<file path="src/rtl/rft_pkg.sv">
`timescale 1ns / 1ps
`default_nettype none
// rft_pkg: shared types and constants of the rail fence transposer
// no dependencies

package rft_pkg;

    localparam int BYTE_W = 8;
    localparam int RAIL_W = 7;
    localparam int STEP_W = RAIL_W + 1;

    localparam logic REG_RAIL_COUNT   = 1'b0;
    localparam logic REG_DECRYPT_MODE = 1'b1;

    localparam logic [RAIL_W-1:0] RAIL_COUNT_RESET = 7'd2;

    typedef enum logic [4:0] {
        ST_LOAD  = 5'b00001,
        ST_SEEK  = 5'b00010,
        ST_WRITE = 5'b00100,
        ST_DRAIN = 5'b01000,
        ST_EMIT  = 5'b10000
    } rft_state_t;

    typedef struct packed {
        logic init;
        logic adv;
    } rft_walk_ctl_t;

endpackage

`default_nettype wire

</file>
<file path="src/rtl/rft_stream_if.sv">
`timescale 1ns / 1ps
`default_nettype none
// rft_in_if / rft_out_if: valid-ready channels of the rail fence transposer
// depends on rft_pkg

interface rft_in_if;
    logic                      valid;
    logic                      ready;
    logic [rft_pkg::BYTE_W-1:0] data_byte;
    logic                      end_of_message;

    modport source (output valid, output data_byte, output end_of_message, input ready);
    modport sink   (input valid, input data_byte, input end_of_message, output ready);
endinterface

interface rft_out_if;
    logic                      valid;
    logic                      ready;
    logic [rft_pkg::BYTE_W-1:0] out_byte;
    logic                      last_out;
    logic                      overflow;

    modport source (output valid, output out_byte, output last_out, output overflow,
                    input ready);
    modport sink   (input valid, input out_byte, input last_out, input overflow,
                    output ready);
endinterface

`default_nettype wire

</file>
<file path="src/rtl/rail_fence_transposer_unit.sv">
`timescale 1ns / 1ps
`default_nettype none
// rail_fence_transposer_unit: buffers a message and emits its rail fence permutation
// depends on rft_pkg, rft_in_if, rft_out_if, rft_zigzag_walker
//
// usage:
//   in_chan takes one message byte per transaction, end_of_message on the final one.
//   in_chan is ready only while loading; non-final bytes give no output transaction.
//   after the final byte the block stops taking input and walks the zigzag with a
//   single position stepper: encrypt reads the buffer in rail order and emits each
//   byte as it is read; decrypt first scatters the buffer along the walk into a
//   second memory, then reads it out in order. out_chan carries out_byte,
//   last_out on the final byte and overflow on every byte of a truncated message.
//   bytes beyond MAX_LEN are dropped. a stall on out_chan holds the output register
//   and pauses the walk; input is taken again once the final byte sits in the
//   output register. rail_count and decrypt_mode are written through the apb port;
//   the user must write them only while idle, the block itself does not enforce
//   it. reset empties the buffer count, clears overflow, sets rail_count 2 and
//   encrypt; no memory clearing pass is done.

module rail_fence_transposer_unit #(
    parameter int MAX_LEN = 64
) (
    input  wire                          clk,
    input  wire                          rst_n,
    input  wire                          psel,
    input  wire                          penable,
    input  wire                          pwrite,
    input  wire  [2:0]                   paddr,
    input  wire  [31:0]                  pwdata,
    output logic [31:0]                  prdata,
    output logic                         pready,
    rft_in_if.sink                       in_chan,
    rft_out_if.source                    out_chan
);

    localparam int AW = $clog2(MAX_LEN);
    localparam int CW = $clog2(MAX_LEN + 1);
    localparam int PW = ((CW > rft_pkg::STEP_W) ? CW : rft_pkg::STEP_W) + 1;

    // configuration
    logic [rft_pkg::RAIL_W-1:0] rail_count_reg;
    logic                       decrypt_mode_reg;
    logic                       cfg_wr;

    assign pready = 1'b1;
    assign cfg_wr = psel && penable && pwrite;

    always_ff @(posedge clk or negedge rst_n)
    begin
        if (!rst_n)
        begin
            rail_count_reg   <= rft_pkg::RAIL_COUNT_RESET;
            decrypt_mode_reg <= 1'b0;
        end
        else if (cfg_wr)
        begin
            case (paddr[2])
                rft_pkg::REG_RAIL_COUNT:   rail_count_reg   <= pwdata[rft_pkg::RAIL_W-1:0];
                rft_pkg::REG_DECRYPT_MODE: decrypt_mode_reg <= pwdata[0];
                default:                   rail_count_reg   <= rail_count_reg;
            endcase
        end
    end

    always_comb
    begin
        case (paddr[2])
            rft_pkg::REG_RAIL_COUNT:   prdata = {25'd0, rail_count_reg};
            rft_pkg::REG_DECRYPT_MODE: prdata = {31'd0, decrypt_mode_reg};
            default:                   prdata = '0;
        endcase
    end

    // control state
    rft_pkg::rft_state_t state_reg, state_next;
    logic [CW-1:0]       fill_reg, fill_next;
    logic                ovf_reg, ovf_next;
    logic [CW-1:0]       cnt_reg, cnt_next;
    logic [AW-1:0]       dest_reg, dest_next;

    logic                       out_valid_reg, out_valid_next;
    logic [rft_pkg::BYTE_W-1:0] out_byte_reg, out_byte_next;
    logic                       out_last_reg, out_last_next;
    logic                       out_ovf_reg, out_ovf_next;

    logic                       in_take;
    logic                       room;
    logic                       slot_free;
    logic                       cnt_last;

    // memories
    logic [rft_pkg::BYTE_W-1:0] store_mem [MAX_LEN];
    logic [rft_pkg::BYTE_W-1:0] result_mem [MAX_LEN];
    logic [rft_pkg::BYTE_W-1:0] store_q;
    logic [rft_pkg::BYTE_W-1:0] result_q;
    logic                       store_rd;
    logic [AW-1:0]              store_rd_addr;
    logic                       result_wr;
    logic                       result_rd;

    // walker
    rft_pkg::rft_walk_ctl_t walk_ctl;
    logic [PW-1:0]          walk_pos;
    logic                   walk_valid;

    rft_zigzag_walker #(
        .MAX_LEN (MAX_LEN)
    ) u_walker (
        .clk       (clk),
        .rst_n     (rst_n),
        .ctl       (walk_ctl),
        .rails     (rail_count_reg),
        .msg_len   (fill_reg),
        .pos       (walk_pos),
        .pos_valid (walk_valid)
    );

    assign in_chan.ready  = (state_reg == rft_pkg::ST_LOAD);
    assign in_take        = in_chan.valid && in_chan.ready;
    assign room           = (fill_reg < CW'(MAX_LEN));
    assign slot_free      = !out_valid_reg || out_chan.ready;
    assign cnt_last       = (cnt_reg + CW'(1) == fill_reg);

    assign out_chan.valid    = out_valid_reg;
    assign out_chan.out_byte = out_byte_reg;
    assign out_chan.last_out = out_last_reg;
    assign out_chan.overflow = out_ovf_reg;

    always_comb
    begin
        state_next     = state_reg;
        fill_next      = fill_reg;
        ovf_next       = ovf_reg;
        cnt_next       = cnt_reg;
        dest_next      = dest_reg;
        out_valid_next = out_valid_reg && !out_chan.ready;
        out_byte_next  = out_byte_reg;
        out_last_next  = out_last_reg;
        out_ovf_next   = out_ovf_reg;
        walk_ctl.init  = 1'b0;
        walk_ctl.adv   = 1'b0;
        store_rd       = 1'b0;
        store_rd_addr  = walk_pos[AW-1:0];
        result_wr      = 1'b0;
        result_rd      = 1'b0;

        case (state_reg)
            rft_pkg::ST_LOAD:
            begin
                if (in_take)
                begin
                    if (room)
                    begin
                        fill_next = fill_reg + CW'(1);
                    end
                    else
                    begin
                        ovf_next = 1'b1;
                    end
                    if (in_chan.end_of_message)
                    begin
                        walk_ctl.init = 1'b1;
                        cnt_next      = '0;
                        state_next    = rft_pkg::ST_SEEK;
                    end
                end
            end
            rft_pkg::ST_SEEK:
            begin
                walk_ctl.adv = 1'b1;
                if (walk_valid)
                begin
                    store_rd  = 1'b1;
                    dest_next = walk_pos[AW-1:0];
                    if (decrypt_mode_reg)
                    begin
                        store_rd_addr = cnt_reg[AW-1:0];
                        state_next    = rft_pkg::ST_WRITE;
                    end
                    else
                    begin
                        state_next = rft_pkg::ST_EMIT;
                    end
                end
            end
            rft_pkg::ST_WRITE:
            begin
                result_wr = 1'b1;
                if (cnt_last)
                begin
                    cnt_next   = '0;
                    state_next = rft_pkg::ST_DRAIN;
                end
                else
                begin
                    cnt_next   = cnt_reg + CW'(1);
                    state_next = rft_pkg::ST_SEEK;
                end
            end
            rft_pkg::ST_DRAIN:
            begin
                result_rd  = 1'b1;
                state_next = rft_pkg::ST_EMIT;
            end
            rft_pkg::ST_EMIT:
            begin
                if (slot_free)
                begin
                    out_valid_next = 1'b1;
                    out_byte_next  = decrypt_mode_reg ? result_q : store_q;
                    out_last_next  = cnt_last;
                    out_ovf_next   = ovf_reg;
                    cnt_next       = cnt_reg + CW'(1);
                    if (cnt_last)
                    begin
                        fill_next  = '0;
                        ovf_next   = 1'b0;
                        state_next = rft_pkg::ST_LOAD;
                    end
                    else if (decrypt_mode_reg)
                    begin
                        state_next = rft_pkg::ST_DRAIN;
                    end
                    else
                    begin
                        state_next = rft_pkg::ST_SEEK;
                    end
                end
            end
            default:
            begin
                state_next = rft_pkg::ST_LOAD;
            end
        endcase
    end

    always_ff @(posedge clk or negedge rst_n)
    begin
        if (!rst_n)
        begin
            state_reg     <= rft_pkg::ST_LOAD;
            fill_reg      <= '0;
            ovf_reg       <= 1'b0;
            cnt_reg       <= '0;
            out_valid_reg <= 1'b0;
        end
        else
        begin
            state_reg     <= state_next;
            fill_reg      <= fill_next;
            ovf_reg       <= ovf_next;
            cnt_reg       <= cnt_next;
            out_valid_reg <= out_valid_next;
        end
    end

    always_ff @(posedge clk)
    begin
        dest_reg     <= dest_next;
        out_byte_reg <= out_byte_next;
        out_last_reg <= out_last_next;
        out_ovf_reg  <= out_ovf_next;
    end

    // message buffer
    always_ff @(posedge clk)
    begin
        if (in_take && room)
        begin
            store_mem[fill_reg[AW-1:0]] <= in_chan.data_byte;
        end
    end

    always_ff @(posedge clk)
    begin
        if (store_rd)
        begin
            store_q <= store_mem[store_rd_addr];
        end
    end

    // decrypt scatter buffer
    always_ff @(posedge clk)
    begin
        if (result_wr)
        begin
            result_mem[dest_reg] <= store_q;
        end
    end

    always_ff @(posedge clk)
    begin
        if (result_rd)
        begin
            result_q <= result_mem[cnt_reg[AW-1:0]];
        end
    end

endmodule

`default_nettype wire

</file>
<file path="src/rtl/rft_zigzag_walker.sv">
`timescale 1ns / 1ps
`default_nettype none
// rft_zigzag_walker: steps through zigzag positions rail by rail, one step a cycle while ctl.adv is set
// depends on rft_pkg

module rft_zigzag_walker #(
    parameter int MAX_LEN = 64
) (
    input  wire                          clk,
    input  wire                          rst_n,
    input  wire rft_pkg::rft_walk_ctl_t  ctl,
    input  wire [rft_pkg::RAIL_W-1:0]    rails,
    input  wire [$clog2(MAX_LEN+1)-1:0]  msg_len,
    output logic [((($clog2(MAX_LEN+1)) > rft_pkg::STEP_W) ?
                   $clog2(MAX_LEN+1) : rft_pkg::STEP_W):0] pos,
    output logic                         pos_valid
);

    localparam int CW = $clog2(MAX_LEN + 1);
    localparam int PW = ((CW > rft_pkg::STEP_W) ? CW : rft_pkg::STEP_W) + 1;

    logic [PW-1:0]              pos_reg, pos_next;
    logic [rft_pkg::RAIL_W-1:0] rail_reg, rail_next;
    logic                       phase_reg, phase_next;

    logic                       pass;
    logic                       edge_rail;
    logic [rft_pkg::STEP_W-1:0] period;
    logic [rft_pkg::STEP_W-1:0] twice_rail;
    logic [rft_pkg::STEP_W-1:0] step;

    assign pass       = (rails <= rft_pkg::RAIL_W'(1));
    assign period     = {rails - rft_pkg::RAIL_W'(1), 1'b0};
    assign twice_rail = {rail_reg, 1'b0};
    assign edge_rail  = (rail_reg == '0) || (rail_reg == rails - rft_pkg::RAIL_W'(1));
    assign pos_valid  = (pos_reg < PW'(msg_len));
    assign pos        = pos_reg;

    always_comb
    begin
        if (pass)
        begin
            step = rft_pkg::STEP_W'(1);
        end
        else if (edge_rail)
        begin
            step = period;
        end
        else if (phase_reg)
        begin
            step = twice_rail;
        end
        else
        begin
            step = period - twice_rail;
        end
    end

    always_comb
    begin
        pos_next   = pos_reg;
        rail_next  = rail_reg;
        phase_next = phase_reg;
        if (ctl.init)
        begin
            pos_next   = '0;
            rail_next  = '0;
            phase_next = 1'b0;
        end
        else if (ctl.adv)
        begin
            if (pos_valid)
            begin
                pos_next   = pos_reg + PW'(step);
                phase_next = ~phase_reg;
            end
            else
            begin
                // move to the next rail
                rail_next  = rail_reg + rft_pkg::RAIL_W'(1);
                pos_next   = PW'(rail_reg) + PW'(1);
                phase_next = 1'b0;
            end
        end
    end

    always_ff @(posedge clk or negedge rst_n)
    begin
        if (!rst_n)
        begin
            pos_reg   <= '0;
            rail_reg  <= '0;
            phase_reg <= 1'b0;
        end
        else
        begin
            pos_reg   <= pos_next;
            rail_reg  <= rail_next;
            phase_reg <= phase_next;
        end
    end

endmodule

`default_nettype wire

</file>
<file path="src/flat_wrapper.sv">
// flat-port wrapper written by rule: the top's interface ports become plain ports
module rail_fence_transposer_unit_flat 
#(
    parameter int MAX_LEN = 64
)
  (clk, rst_n, psel, penable, pwrite, paddr, pwdata, prdata, pready, in_chan_valid, in_chan_data_byte, in_chan_end_of_message, in_chan_ready, out_chan_valid, out_chan_out_byte, out_chan_last_out, out_chan_overflow, out_chan_ready);
  rft_in_if in_chan_i ();
  rft_out_if out_chan_i ();
  input  wire clk;
  input  wire rst_n;
  input  wire psel;
  input  wire penable;
  input  wire pwrite;
  input  wire  [2:0] paddr;
  input  wire  [31:0] pwdata;
  output logic [31:0] prdata;
  output logic pready;
  input wire logic [$bits(in_chan_i.valid)-1:0] in_chan_valid;
  input wire logic [$bits(in_chan_i.data_byte)-1:0] in_chan_data_byte;
  input wire logic [$bits(in_chan_i.end_of_message)-1:0] in_chan_end_of_message;
  output wire logic [$bits(in_chan_i.ready)-1:0] in_chan_ready;
  output wire logic [$bits(out_chan_i.valid)-1:0] out_chan_valid;
  output wire logic [$bits(out_chan_i.out_byte)-1:0] out_chan_out_byte;
  output wire logic [$bits(out_chan_i.last_out)-1:0] out_chan_last_out;
  output wire logic [$bits(out_chan_i.overflow)-1:0] out_chan_overflow;
  input wire logic [$bits(out_chan_i.ready)-1:0] out_chan_ready;
  assign in_chan_i.valid = in_chan_valid;
  assign in_chan_i.data_byte = in_chan_data_byte;
  assign in_chan_i.end_of_message = in_chan_end_of_message;
  assign in_chan_ready = in_chan_i.ready;
  assign out_chan_valid = out_chan_i.valid;
  assign out_chan_out_byte = out_chan_i.out_byte;
  assign out_chan_last_out = out_chan_i.last_out;
  assign out_chan_overflow = out_chan_i.overflow;
  assign out_chan_i.ready = out_chan_ready;
  rail_fence_transposer_unit #(.MAX_LEN(MAX_LEN)) u_core (.clk(clk), .rst_n(rst_n), .psel(psel), .penable(penable), .pwrite(pwrite), .paddr(paddr), .pwdata(pwdata), .prdata(prdata), .pready(pready), .in_chan(in_chan_i), .out_chan(out_chan_i));
endmodule
</file>
<file path="config.mk">
export PLATFORM = sky130hd
export DESIGN_NAME = rail_fence_transposer_unit_flat
export DESIGN_NICKNAME = d
export VERILOG_FILES = /design/src/rtl/rft_pkg.sv /design/src/rtl/rft_stream_if.sv /design/src/rtl/rail_fence_transposer_unit.sv /design/src/rtl/rft_zigzag_walker.sv /design/src/flat_wrapper.sv
export SDC_FILE = /design/constraint.sdc
export NUM_CORES = 1
export LEC_CHECK = 0
export ABC_AREA = 1
export BUFFER_PORTS_ARGS = -buffer_cell sky130_fd_sc_hd__buf_2
export CAP_MARGIN = 40
export CELL_PAD_IN_SITES_DETAIL_PLACEMENT = 1
export CELL_PAD_IN_SITES_GLOBAL_PLACEMENT = 1
export CORE_MARGIN = 5
export CORE_UTILIZATION = 51
export CTS_CLUSTER_SIZE = 14
export DETAILED_ROUTE_END_ITERATION = 6
export PLACE_DENSITY_LB_ADDON = 0.1
export SLEW_MARGIN = 20
export SYNTH_ARGS = -nofsm -noshare
export SYNTH_HDL_FRONTEND = slang
export SYNTH_SLANG_ARGS = --single-unit
</file>
<file path="constraint.sdc">
create_clock -name clk -period 3.74 [get_ports clk]
set_input_delay 0 -clock clk [delete_from_list [all_inputs] [get_ports clk]]
set_output_delay 0 -clock clk [all_outputs]
set_load 0.01 [all_outputs]
</file>
==> flow_summary.toml, run 1 <==
[clocking]
cts_tree = "built"
cts_made_buffers = 114
htree_levels = 3
cts.reportedPaths.clkPinSlew_ps = 60
cts-root-buf = "clkbuf_16"
cts_buffer_depth = 3
clkSinkCount = 1102
insertion_delay_ps = 710

[synthesis]
async_reset_ff_frac = 0.0417
synth_top_area_share = 0.667
synthTopCellsByCount = "1056 x edfxtp_1, 562 x nand3_1, 533 x nor2_1"
synth_edf_count = 1056
synthesis.instances = 4137
synth_most_common_cell = "edfxtp_1"
yosysWarnings = 0
ys_types = 47
netlist_area_um2 = 47500
ys_ff_latch = 1102
syn_avg_cell_area_um2 = 11.5
synth_area_leader_cell = "edfxtp_1"
synth_area_leaders = "edfxtp_1 67%, nand3_1 5.9%, nor2_1 4.2%, o21ai_0 3.7%, nand2_1 3.5%"
seq_area_frac_synth = 0.691
synthFlopType = "edfxtp_1"

[floorplanning]
pin_count = 96
placementRows = 112
start_util = 0.512
core_um2 = 92900
dieArea_um2 = 99400
die_h_um = 315
dieWidth_um = 315

[global_route]
track_usage = 0.281
grt_max_degree = 113
antenna_found_initial = 2
grt_pass1_wl_um = 214000
grt-ovfl-total = 0
grt_pass1_vias = 34500

[cells_and_area]
n_antenna_cell = 0
nNetsFinal = 4385
final_layout_size_suffix_gt1_frac = 0.111
area_growth_pct = 14.3
n_fill_cell = 9521
final_util = 0.585
fin_cells = 5656

[power]
p_switching_mw = 12.7
total_power_mw = 36.2
p_int_mw = 23.5
peakVddDrop_uv = 700
sw_frac_of_total = 0.352
powerDensity_nw_per_um2 = 667
seqPwrFrac = 0.391
combPwrFrac = 0.305
leakage_nw = 19.9
pwr-share-clk = 0.304

[timing]
hold_ws_ps = 134
tightest_slew_ps = 863
slew_viol_final = 0
finalSetupTns_ps = 0
fmax_mhz = 280
fin_crit_sh = 0.954
hold_viol_final = 0
skew_ps = 29.1
finalCriticalPeriod_ps = 3570
rsz0062_at_grt = "yes"
relSlewSlack = 0.423
finalSetupViolations = 0

[worst_setup_path]
critPathCaptureType = "register"
cp.arrival_ps = 4020
path_max_fanout = 75
crit_required_ps = 4190
cp-start-kind = "register"
path_class = "reg -> reg"

[drt]
ant_nets = 0
drt_iter0_markers = 3357
drc = 0
dr.pass1.iters = 5
vias = 33700
drt-total-wl_um = 142000
wl_per_cell_um = 25.2
vias_per_cell = 5.95

[placement]
dp_cells = 5386
dp_hpwl_um = 85600
portBuffers = 42
gp_congestion = 0.843

[hold_path]
hold_class = "in -> reg"

[job]
maxCapViolations = 0

[outcome]
outcome = "finished, final reports clean"
-- logic make-up after synthesis --
family,synth area share
XOR/XNOR,0.00368
AND/OR/NAND/NOR,0.175
adder cells (fa/ha/maj),0.00769
flip-flops,0.691
AO/OA/AOI/OAI,0.0676
other,0.000158
buffers and inverters,0.0546
-- layout by cell type (no fill, tap or decap), drive strengths merged --
master	netlist	final
o221ai	3	3
a21oi	29	30
fa	2	2
clkinvlp	0	1
nor2	535	535
clkinv	4	62
o21a	3	3
nor4	2	2
a31oi	2	2
a21o	1	1
o32ai	11	11
dlygate4sd3	0	32
nand3	565	565
a22oi	1	1
o211ai	4	4
nor3b	1	1
inv	341	344
a211oi	6	6
o22ai	165	165
nand4	12	12
conb	2	26
nor3	12	12
xnor2	3	3
edfxtp	1056	1056
buf	158	271
clkbuf	118	144
nand3b	207	207
o21ai	356	356
xor2	17	17
or2	1	1
ha	26	26
bufinv	0	7
dfstp	2	2
and3	1	1
dfrtp	44	44
nand2	447	447
-- area by class of cell --
type | instances | area (µm²) | share of cell area
clock buffers | 143 | 2980 | 0.0549
clock inverters | 69 | 579 | 0.0107
inverters | 345 | 1310 | 0.0240
multi-input cells | 2439 | 12300 | 0.227
flip-flops and latches | 1102 | 32900 | 0.605
well taps | 1254 | 1570 | 0.0289
repair buffers | 304 | 2720 | 0.0501
-- through the flow --
stage                     area (µm²)  setup WS [ps]
after floorplan                47600            332
after global placement         50000            110
after detailed placement       50100          -3.68
after CTS                      54000           19.5
after global routing           54300           -113
final                          54300            173
-- routing by layer --
metal / vias to the layer above / wire length (µm) / track usage
li1: 15000 / - / -
met3: 183 / 9060 / 0.0379
met1: 17400 / 62600 / 0.410
met4: 2 / 2900 / 0.0675
met2: 1147 / 67700 / 0.455
met5: - / 13 / 0
-- power by group through the flow --
stage | registers (mW) | logic, mW | clock network (mW)
2_1_floorplan | 14.4 | 6.53 | 0
3_3_place_gp | 14.4 | 10.3 | 0
3_5_place_dp | 14.4 | 10.6 | 0
4_1_cts | 14.2 | 10.8 | 11.1
5_1_grt | 14.2 | 12.0 | 11.7
6_report | 14.2 | 11.0 | 11.0
-- worst max-delay path, cell delays in order (launching register included) --
cell and delay, ps:
dfrtp_1 380, inv_1 200, ha_1 290, nand2_1 90
inv_1 50, nand2_1 60, nand2_1 70, nand2_1 140
nand4_4 230, nand2_8 160, buf_4 280, buf_12 350
nand3b_1 120, nand3_1 140, nand3_1 150, nand3_1 140
nand3_1 160, nand3_1 140, nand2_1 60
-- final timing paths --
path	startpoint	end	slack (ps)	cells after the start
min reg2reg	u_core.ovf_reg	u_core.out_chan.overflow	480	0
max	u_core.fill_reg[4]	u_core.store_q[4]	170	18
max in group asynchronous	rst_n	u_core.cnt_reg[0]	2920	4
min	penable	u_core.rail_count_reg[2]	130	4
min in group asynchronous	rst_n	u_core.rail_count_reg[1]	480	3
max reg2reg	u_core.fill_reg[4]	u_core.store_q[4]	170	18
-- what timing repair did --
item                                    in CTS  in global routing
endpoints found under the hold margin      431                  0
endpoints found under the setup margin       4                 12
pin swaps                                    1                 10
gates cloned                                 1                  0
resized for setup                            0                 25
hold buffers                                33                  0
setup buffers                                0                  8
Power figures use the tool's default switching activity.
==> inputs of run 2 (changes only) <==
Settings changed: BUFFER_PORTS_ARGS -buffer_cell sky130_fd_sc_hd__buf_2 to unset, CORE_UTILIZATION 51 to 52, DONT_BUFFER_PORTS set to 1.
==> run 2 against run 1 <==
  * First-iteration DRC count decreased by 2.4%
  * Core utilization increased by 1.1 points
  * Die area decreased by 1.9%
  * Total power increased by 1.7%
  * Worst hold slack got worse by 98 ps
  * Via count decreased by 0.41%
  * Critical endpoint is now u_core.u_walker.pos[7]
  * Clock-buffer cell count decreased by 6
  * Worst setup slack got worse by 160 ps
  * Sequential share of layout area about the same
  * Critical path depth increased by 4
  * Non-clock buffer count decreased by 36
==> flow_summary.toml, run 2 (synthesis results as in run 1) <==
[outcome]
outcome = "finished, final reports clean"

[floorplanning]
pin_count = 96
die_h_um = 312
start_util = 0.521
dieWidth_um = 312
dieArea_um2 = 97600
core_um2 = 91200
placementRows = 111

[global_route]
grt_pass1_vias = 34500
grt_max_degree = 131
grt-ovfl-total = 0
track_usage = 0.284
antenna_found_initial = 3
grt_pass1_wl_um = 213000

[drt]
drt_iter0_markers = 3277
vias = 33500
dr.pass1.iters = 6
ant_nets = 0
wl_per_cell_um = 25.6
vias_per_cell = 6.04
drt-total-wl_um = 142000
drc = 0

[clocking]
insertion_delay_ps = 690
clkSinkCount = 1102
cts_tree = "built"
cts_made_buffers = 114
cts-root-buf = "clkbuf_16"
htree_levels = 3
cts_buffer_depth = 3
cts.reportedPaths.clkPinSlew_ps = 60

[worst_setup_path]
slowest_stage = "dfstp_2"
critPathMostFrequentCell = "nor2_1"
slowest_delay_ps = 570
crit_required_ps = 4290
critPathTopFamily = "simple AND/OR/NAND/NOR gates"
path_max_fanout = 3
cp-start-kind = "register"
path_class = "reg -> reg"
crit_chain = "inv_2 > ha_4 > xor2_2 > ha_1 > inv_1 > nor2_1 > o21ai_0 > nand2_1 > nand2_1 > nand2_1 > o22ai_1 > nor2_1 > nor3_1 > ha_1 > inv_1 > nor2_2 > nor2_1 > nor2_1 > nor2_1 > xor2_1 > o21ai_1 > o21ai_1"
cp.arrival_ps = 4280
critPathCaptureType = "register"
critPathBufInv = 3

[power]
p_switching_mw = 12.9
p_int_mw = 23.9
total_power_mw = 36.9
pwr-share-clk = 0.311
sw_frac_of_total = 0.350
seqPwrFrac = 0.387
leakage_nw = 19.8
powerDensity_nw_per_um2 = 678
combPwrFrac = 0.303
peakVddDrop_uv = 485

[timing]
finalSetupViolations = 0
fmax_mhz = 268
skew_ps = 20.4
fin_crit_sh = 0.997
slew_viol_final = 0
relSlewSlack = 0.441
rsz0062_at_grt = "yes"
hold_viol_final = 0
hold_ws_ps = 36.0
finalCriticalPeriod_ps = 3730
tightest_slew_ps = 836

[cells_and_area]
final_common_cell = "edfxtp_1"
final_layout_size_suffix_gt1_frac = 0.106
final_util = 0.595
nNetsFinal = 4348
n_fill_cell = 9199
mostFrequentLayoutCells = "1056 x edfxtp_1, 562 x nand3_1, 530 x nor2_1"
final_area_um2 = 54300
area_growth_pct = 14.3
fin_cells = 5552

[job]
maxCapViolations = 0

[placement]
portBuffers = 0
gp_congestion = 0.860
dp_cells = 5273
place_area_um2 = 49700
dp_hpwl_um = 84100

[hold_path]
hold_class = "in -> reg"
[run 2: worst paths after layout]
path	to	depth (start not counted)	from	slack (ps)
min in group asynchronous	u_core.rail_count_reg[1]	3	rst_n	520
worst min register to register	u_core.out_chan.overflow	0	u_core.ovf_reg	530
worst min-delay path	u_core.rail_count_reg[3]	3	penable	40
max in group asynchronous	u_core.cnt_reg[1]	4	rst_n	2950
worst max register to register	u_core.u_walker.pos[7]	22	u_core.rail_count_reg[1]	10
worst max-delay path	u_core.u_walker.pos[7]	22	u_core.rail_count_reg[1]	10
[run 2: cell type report]
cell class | instances | area (µm²) | share of cell area
well taps | 1186 | 1480 | 0.0273
inverters | 345 | 1310 | 0.0241
multi-input cells | 2438 | 12300 | 0.227
flip-flops and latches | 1102 | 32900 | 0.605
clock buffers | 137 | 2970 | 0.0547
repair buffers | 268 | 2580 | 0.0475
clock inverters | 75 | 761 | 0.0140
diodes | 1 | 2.50 | 0.0000461
[run 2: worst reg2reg max path, delay by kind of cell (launching register included)]
family | cells | cell delay, ps
AND/OR/NAND/NOR | 10 | 990
adder cells (fa/ha/maj) | 3 | 830
AO/OA/AOI/OAI | 4 | 730
flip-flops | 1 | 570
XOR/XNOR | 2 | 250
buffers and inverters | 3 | 230
[run 2: what timing repair did]
action                     in CTS  in global routing
buffers inserted                0                 14
resized for setup               0                 38
hold endpoints to repair      613                  0
setup endpoints to repair       0                 11
hold buffers                   41                  0
[run 2: metal layers]
layer,wire [µm],global-route usage
met1,59800,0.402
met2,67700,0.453
met3,11600,0.0638
met4,3140,0.0692
met5,21,0
[run 2: power groups by stage]
stage	Clock, mW	Combinational (mW)	Sequential, mW
global route	12.2	12.1	14.3
floorplan	0	6.53	14.4
global placement	0	10.1	14.5
finish	11.4	11.2	14.2
detailed placement	0	10.4	14.5
CTS	11.6	10.7	14.2
[run 2: per-stage QoR]
step	setup TNS, ps	setup WS (ps)
2_1_floorplan	0	332
4_1_cts	0	8.15
5_1_grt	-391	-248
6_report	0	9.68
3_3_place_gp	0	107
3_5_place_dp	0	39.5
